==> config.mk <==
export PLATFORM = sky130hd
export DESIGN_NAME = jet_ctrl
export DESIGN_NICKNAME = d
export VERILOG_FILES = /design/src/hdl/jet_pkg.sv /design/src/hdl/jet_ctrl.sv
export SDC_FILE = /design/constraint.sdc
export NUM_CORES = 1
export LEC_CHECK = 0
export ABC_AREA = 1
export ABC_CLOCK_PERIOD_IN_PS = 2600
export BUFFER_PORTS_ARGS = -buffer_cell sky130_fd_sc_hd__buf_2
export CAP_MARGIN = 15
export CELL_PAD_IN_SITES_DETAIL_PLACEMENT = 1
export CELL_PAD_IN_SITES_GLOBAL_PLACEMENT = 1
export CORE_MARGIN = 4
export CORE_UTILIZATION = 39
export DETAILED_ROUTE_END_ITERATION = 16
export PLACE_DENSITY_LB_ADDON = 0.05
export SLEW_MARGIN = 20
export SYNTH_ARGS = -nofsm -noshare
export SYNTH_HDL_FRONTEND = slang
export SYNTH_SLANG_ARGS = --single-unit
==> constraint.sdc <==
create_clock -name clk -period 2.6 [get_ports clk]
set_input_delay 0 -clock clk [delete_from_list [all_inputs] [get_ports clk]]
set_output_delay 0 -clock clk [all_outputs]
set_load 0.05 [all_outputs]
==> src/hdl/jet_pkg.sv <==
// Shared types and constants for the Julia escape-time block.
// No dependencies; imported by jet_ctrl, jet_datapath and julia_escape_time.
package jet_pkg;

  localparam int IN_W        = 32;   // start_re / start_im width
  localparam int OUT_COUNT_W = 16;   // escape_count width
  localparam int Z_W         = 64;   // iterate width
  localparam int HALF_W      = 32;   // multiplier operand width
  localparam int ACC_W       = 128;  // exact square / product width
  localparam int PH_W        = 2;    // partial-product phase counter
  localparam int CFG_INDEX_W = 4;
  localparam int CFG_DATA_W  = 32;
  localparam int MAX_ITER_RESET = 100;

  localparam logic [CFG_INDEX_W-1:0] REG_JULIA_PRESET   = 4'd0;
  localparam logic [CFG_INDEX_W-1:0] REG_MAX_ITERATIONS = 4'd1;

  localparam logic [PH_W-1:0] PH_LAST = 2'd3;

  typedef struct packed {
    logic signed [IN_W-1:0] start_re;
    logic signed [IN_W-1:0] start_im;
  } in_word_t;

  typedef struct packed {
    logic [OUT_COUNT_W-1:0] escape_count;
    logic                   stayed_bounded;
  } out_word_t;

  // controller -> datapath
  typedef struct packed {
    logic            load;
    logic            mag_en;
    logic            mul_en;
    logic [PH_W-1:0] mul_phase;
    logic            cmb1_en;
    logic            cmb2_en;
  } dp_cmd_t;

  // datapath -> controller
  typedef struct packed {
    logic pre_esc;
    logic escaped;
  } dp_sts_t;

endpackage

==> src/hdl/jet_ctrl.sv <==
// Controller: handshakes, iteration sequencing, iteration counter and the
// output register. Depends on jet_pkg; drives jet_datapath through dp_cmd_t.
module jet_ctrl #(
  parameter int COUNT_WIDTH = 16
) (
  input  logic                   clk,
  input  logic                   rst_n,
  input  logic                   in_valid,
  output logic                   in_stall,
  output logic                   out_valid,
  input  logic                   out_stall,
  output jet_pkg::out_word_t     out_data,
  input  logic [COUNT_WIDTH-1:0] max_iter,
  output jet_pkg::dp_cmd_t       cmd,
  input  jet_pkg::dp_sts_t       sts
);
  import jet_pkg::*;

  localparam logic [2:0] S_IDLE = 3'd0;
  localparam logic [2:0] S_MAG  = 3'd1;
  localparam logic [2:0] S_MUL  = 3'd2;
  localparam logic [2:0] S_SUM  = 3'd3;
  localparam logic [2:0] S_CMB1 = 3'd4;
  localparam logic [2:0] S_CMB2 = 3'd5;
  localparam logic [2:0] S_DONE = 3'd6;

  logic [2:0]             state_r, state_nxt;
  logic [PH_W-1:0]        phase_r, phase_nxt;
  logic [COUNT_WIDTH-1:0] iter_r, iter_nxt, iter_inc;
  logic                   out_valid_r, out_valid_nxt;
  out_word_t              out_data_r, out_data_nxt;

  assign iter_inc  = iter_r + COUNT_WIDTH'(1);
  assign in_stall  = (state_r != S_IDLE);
  assign out_valid = out_valid_r;
  assign out_data  = out_data_r;

  always_comb begin
    state_nxt     = state_r;
    phase_nxt     = phase_r;
    iter_nxt      = iter_r;
    out_valid_nxt = out_valid_r;
    out_data_nxt  = out_data_r;
    cmd           = '0;
    if (out_valid_r && !out_stall) begin
      out_valid_nxt = 1'b0;
    end
    unique case (state_r)
      S_IDLE: begin
        if (in_valid) begin
          cmd.load  = 1'b1;
          iter_nxt  = '0;
          state_nxt = (max_iter == '0) ? S_DONE : S_MAG;
        end
      end
      S_MAG: begin
        cmd.mag_en = 1'b1;
        phase_nxt  = '0;
        state_nxt  = sts.pre_esc ? S_DONE : S_MUL;
      end
      S_MUL: begin
        cmd.mul_en    = 1'b1;
        cmd.mul_phase = phase_r;
        phase_nxt     = phase_r + PH_W'(1);
        if (phase_r == PH_LAST) begin
          state_nxt = S_SUM;
        end
      end
      S_SUM: begin
        // last partial product lands in the accumulators
        state_nxt = S_CMB1;
      end
      S_CMB1: begin
        cmd.cmb1_en = 1'b1;
        state_nxt   = S_CMB2;
      end
      S_CMB2: begin
        if (sts.escaped) begin
          state_nxt = S_DONE;
        end else begin
          cmd.cmb2_en = 1'b1;
          iter_nxt    = iter_inc;
          state_nxt   = (iter_inc == max_iter) ? S_DONE : S_MAG;
        end
      end
      S_DONE: begin
        if (!out_valid_r || !out_stall) begin
          out_valid_nxt               = 1'b1;
          out_data_nxt.escape_count   = OUT_COUNT_W'(iter_r);
          out_data_nxt.stayed_bounded = (iter_r == max_iter);
          state_nxt                   = S_IDLE;
        end
      end
      default: begin
        state_nxt = S_IDLE;
      end
    endcase
  end

  always_ff @(posedge clk) begin
    if (!rst_n) begin
      state_r     <= S_IDLE;
      phase_r     <= '0;
      iter_r      <= '0;
      out_valid_r <= 1'b0;
    end else begin
      state_r     <= state_nxt;
      phase_r     <= phase_nxt;
      iter_r      <= iter_nxt;
      out_valid_r <= out_valid_nxt;
    end
  end

  always_ff @(posedge clk) begin
    out_data_r <= out_data_nxt;
  end

endmodule

==> Yosys cells after proc, flatten, opt, wreduce, memory -nomap -nowiden <==
Cells that the tools add are included.
{ "op_classes": {"addsub": 2, "eq_ne": 13, "mux": 22, "n_reduce_logical": 12} }
{ "ops": {"columns": ["op", "n"], "rows": [
  ["equality test 16 bit", 2],
  ["2-to-1 mux 16 bit", 2],
  ["case mux 16 bit (2 select lines)", 1],
  ["2-to-1 mux 3 bit", 8],
  ["case mux 3 bit (7 select lines)", 1],
  ["adder 16 x 1 -> 16 bit, second input constant", 1],
  ["logical NOT 16 bit", 1],
  ["equality test 3 bit, second input constant", 3],
  ["2-to-1 mux 1 bit", 9],
  ["inequality test 2 bit, second input constant", 4],
  ["equality test 3 x 2 -> 1 bit, second input constant", 2],
  ["AND reduction 3 bit", 2],
  ["case mux 2 bit (2 select lines)", 1],
  ["nonzero test 2 bit", 2],
  ["equality test 3 x 1 -> 1 bit, second input constant", 1],
  ["logical NOT 3 bit", 1],
  ["nonzero test 3 bit", 1],
  ["adder 2 x 1 -> 2 bit, second input constant", 1],
  ["equality test 2 bit, second input constant", 1],
  ["logical NOT 1 bit", 2],
  ["AND reduction 2 bit", 1],
  ["logical AND 1 bit", 1],
  ["logical OR 1 bit", 1]
]} }
{ "word_totals": {"regBits": 39, "inputBits": 22, "out_inout_bits": 26, "wordCells": 55} }

==> Depth between registers and ports, before layout <==
{ "depth": {"word_depth": 5, "mapped_depth": 16, "depth_no_buf": 16} }

==> Worst setup path before layout <==
Ideal clock, no wire load.
{ "synth_path": {"kind": "register to output", "start": "register state_r[1]", "end": "output cmd[2] (netlist bit)", "t_arrival_ns": 2.094, "required_ns": 2.600, "setup_slack_ns": 0.506, "path_stages_with_launch": 5, "n_path_buf": 0, "cell_sequence": "dfxtp_1 > inv_1 > nor3_2 > inv_1 > nor2_1"} }
{ "synth_lines": {"columns": ["element", "line_no", "rtl"], "rows": [
  ["from (decl)", "jet_ctrl.sv:27", "logic [2:0] state_r, state_nxt;"],
  ["from (signal assigned)", "jet_ctrl.sv:107", "state_r <= state_nxt;"],
  ["to (decl)", "jet_ctrl.sv:14", "output jet_pkg::dp_cmd_t cmd,"]
]} }

==> Final worst setup path <==
{ "layout_path": {"start": "register iter_r[1]", "end": "register state_r[2]"} }
{ "layout_between": {"elab_chain_len": 5} }
{ "layout_lines": {"columns": ["element", "line_no", "rtl"], "rows": [
  ["from (decl)", "jet_ctrl.sv:29", "logic [COUNT_WIDTH-1:0] iter_r, iter_nxt, iter_inc;"],
  ["from (signal assigned)", "jet_ctrl.sv:109", "iter_r <= iter_nxt;"],
  ["adder 16 x 1 -> 16 bit", "jet_ctrl.sv:33", "assign iter_inc = iter_r + COUNT_WIDTH'(1);"],
  ["equality test 16 bit", "jet_ctrl.sv:83", "state_nxt = (iter_inc == max_iter) ? S_DONE : S_MAG;"],
  ["2-to-1 mux 3 bit", "jet_ctrl.sv:83", null],
  ["2-to-1 mux 3 bit", "jet_ctrl.sv:78", "if (sts.escaped) begin"],
  ["case mux 3 bit (7 select lines)", "jet_ctrl.sv:48", "unique case (state_r)"]
]} }
No other way between the ends.
A chain may end at the register's enable or synchronous reset.

==> impl_metrics.ini <==
[run_status]
status = completed

[detailed_routing]
drt_iter0_drc = 91
routedWlPerCell_um = 15.4
firstDrtPassIters = 4
wirelength_um = 7450
num_vias = 2452
antenna_left = 0
drc_errors = 0
viasPerCell = 5.06

[synthesis]
synth_cells = 355
ys_seq_area_share_pct = 39.0
syn-num-nets = 379
yosys_warnings = 0
synth.distinct_cells = 34
synth_area_sq_mm = 0.00244
avgSynthCellArea_sq_um = 6.87
ys_seq_elements = 39

[placement]
pre_cts_ws_ps = 468
hpwl_um = 5980
dpl.cell_count = 476
gp_congestion = 0.953
port_buffers = 47

[critical_path]
rrSetupSlack_ps = 430
timing.rr.end = state_r[2]
cp-start-kind = flip-flop
r2r_start = iter_r[1]
crit_type = reg2reg
reg2reg_depth = 15
end_kind = flip-flop
arrival_ps = 2400
crit_path_max_fanout = 9
worstPathRequired_ps = 2830

[finish]
fin_cells = 485
fin_nets = 433
fillerInstances = 825
area_growth_pct = 18.6
drive_above_1_share_pct = 19.8
n_antenna_cell = 0
final_cell_mix = nand2_1 (110), inv_1 (55), buf_2 (47)
layout_commonest_cell = nand2_1
final_util_pct = 48.3

[sta]
setup_slack_ps = 432
finClkSkew_ps = 5.84
setup_viol = 0
fmax_mhz = 461
relSlewSlack_pct = 56.7
period_minus_slack_ps = 2170
timing.final.crit_share_pct = 83.4
setup_tns_ps = 0
worst_slew_pin_slew_ps = 644
hold_viol = 0
grt_setup_unrepaired = false
report.final.slew_viol_count = 0

[global_routing]
antenna_found_initial = 0
grtUsageTotal_pct = 20.9
grt_pass1_wl_um = 12400
overflow = 0
grt_pass1_vias = 2536
grt_max_degree = 18

[power_and_ir_drop]
power.density_mw_per_mm2 = 612
leakage_nw = 1.32
swShare_pct = 38.3
clkPwrFrac_pct = 28.4
p_seq_share_pct = 39.4
combPwrFrac_pct = 32.2
power_switching_mw = 0.677
p_int_mw = 1.09
peakVddDrop_uv = 583

[worst_hold_path]
worstHoldPathCells = 3
min_path_type = in2reg
holdCritStartpoint = rst_n
min_to = iter_r[12]

[floorplanning]
dieArea_sq_mm = 0.00759
start_util_pct = 40.7
core_sq_mm = 0.00599
fp.dieH_um = 87.1
ios = 48
rows = 28
die_x_um = 87.1

[run]
drv_cap = 0

[clocking]
worst_skew_pair.late_latency_ps = 290
cts-buffers-inserted = 5
path_clk_slew_ps = 80
ctsLongestPathBuffers = 2
tritoncts = yes
cts_root_buffer = clkbuf_8
clock-sinks = 39
htreeDepth = 2
cts_resized = 0
-- metrics by stage --
step | hold slack (ps) | area [sq um] | power [mW]
detailed placement | 300 | 2780 | 1.28
CTS | 50.9 | 2890 | 1.79
global route | 80.5 | 2890 | 1.88
finish | 70.2 | 2890 | 1.77
floorplan | 163 | 2440 | 1.11
global placement | 298 | 2780 | 1.27
-- worst max path at each step --
stage | start | end | cells after the start
after detailed placement | iter_r[0] | state_r[2] | 15
after CTS | iter_r[0] | state_r[2] | 15
after global placement | iter_r[0] | state_r[2] | 15
after floorplan | state_r[1] | cmd[2] | 4
final | iter_r[1] | state_r[2] | 15
after global routing | iter_r[1] | state_r[1] | 15
-- final cells by class --
| type | instances | area, sq um | area share [%] |
|---|---|---|---|
| Clock buffer | 5 | 68.8 | 2.38 |
| Clock inverter | 3 | 38.8 | 1.34 |
| Inverter | 60 | 225 | 7.79 |
| Multi-Input combinational cell | 252 | 1250 | 43.1 |
| Sequential cell | 39 | 951 | 32.9 |
| Tap cell | 75 | 93.8 | 3.24 |
| Timing Repair Buffer | 51 | 268 | 9.26 |
-- registers in the layout, summed over array words and instances (netlist names) --
name,cells
iter_r,16
state_r,3
phase_r,2
out_valid,1
out_data,17
-- kinds of logic after synthesis --
family,synth area share [%]
simple gates,37.1
buf+inv,10.1
compound gates,9.59
flops,39.0
xor+xnor,3.23
fa+ha+maj,1.03
-- synthesized netlist by cell type --
library cell	count	area [sq um]
nand2_1	110	413
inv_1	55	206
nor2_1	29	109
a21oi_1	24	120
nand3_1	24	120
dfxtp_1	22	440
edfxtp_1	17	510
o21ai_0	11	55.1
nand4_1	8	50.1
nor2_4	6	67.6
inv_2	5	18.8
nand2_2	5	31.3
nor3_1	5	25.0
xor2_1	5	43.8
xnor2_1	4	35.0
a211oi_1	2	15.0
a21oi_2	2	17.5
ha_1	2	25.0
nand3b_1	2	15.0
nor2_2	2	12.5
nor4_1	2	12.5
a21boi_1	1	7.51
and2_1	1	6.26
buf_1	1	3.75
buf_2	1	5.00
buf_4	1	7.51
clkbuf_1	1	3.75
nand2_4	1	11.3
nor3_2	1	10.0
nor3_4	1	16.3
o21ai_1	1	5.00
o21bai_1	1	7.51
o22ai_1	1	6.26
or2_1	1	6.26
-- power groups by stage --
stage / clock network, mW / logic, mW / registers, mW
after floorplan: 0 / 0.399 / 0.715
after global placement: 0 / 0.565 / 0.709
after detailed placement: 0 / 0.568 / 0.713
after CTS: 0.520 / 0.572 / 0.698
after global routing: 0.545 / 0.634 / 0.702
final: 0.503 / 0.569 / 0.697
-- repair_timing --
item | CTS | global route
hold endpoints to repair | 1 | 0
hold buffers | 1 | 0
buffers inserted | 0 | 0
-- worst max-delay path, cell delays in order, from the launching register on --
cell and delay (ps):
dfxtp_1 440, ha_1 240, nand2_2 100, nor2_4 270, nand2_4 120, nor2_4 120
nand2_1 70, nand2_1 70, nand2_1 50, nor2_1 90, nand3_1 100, nand2_1 90
nand2_1 80, nand2_1 80, nand2_1 60, a21oi_2 110
-- routing by layer --
metal / global-route usage [%] / part of all wire (%) / up-vias / routed length (um)
li1: - / - / 1237 / -
met1: 27.5 / 46 / 1165 / 3440
met2: 36.2 / 48 / 45 / 3610
met3: 3.22 / 4.7 / 5 / 347
met4: 4.60 / 0.79 / 0 / 59
met5: 0 / 0 / - / 0
Note: power is estimated with default switching activity, not from simulation.
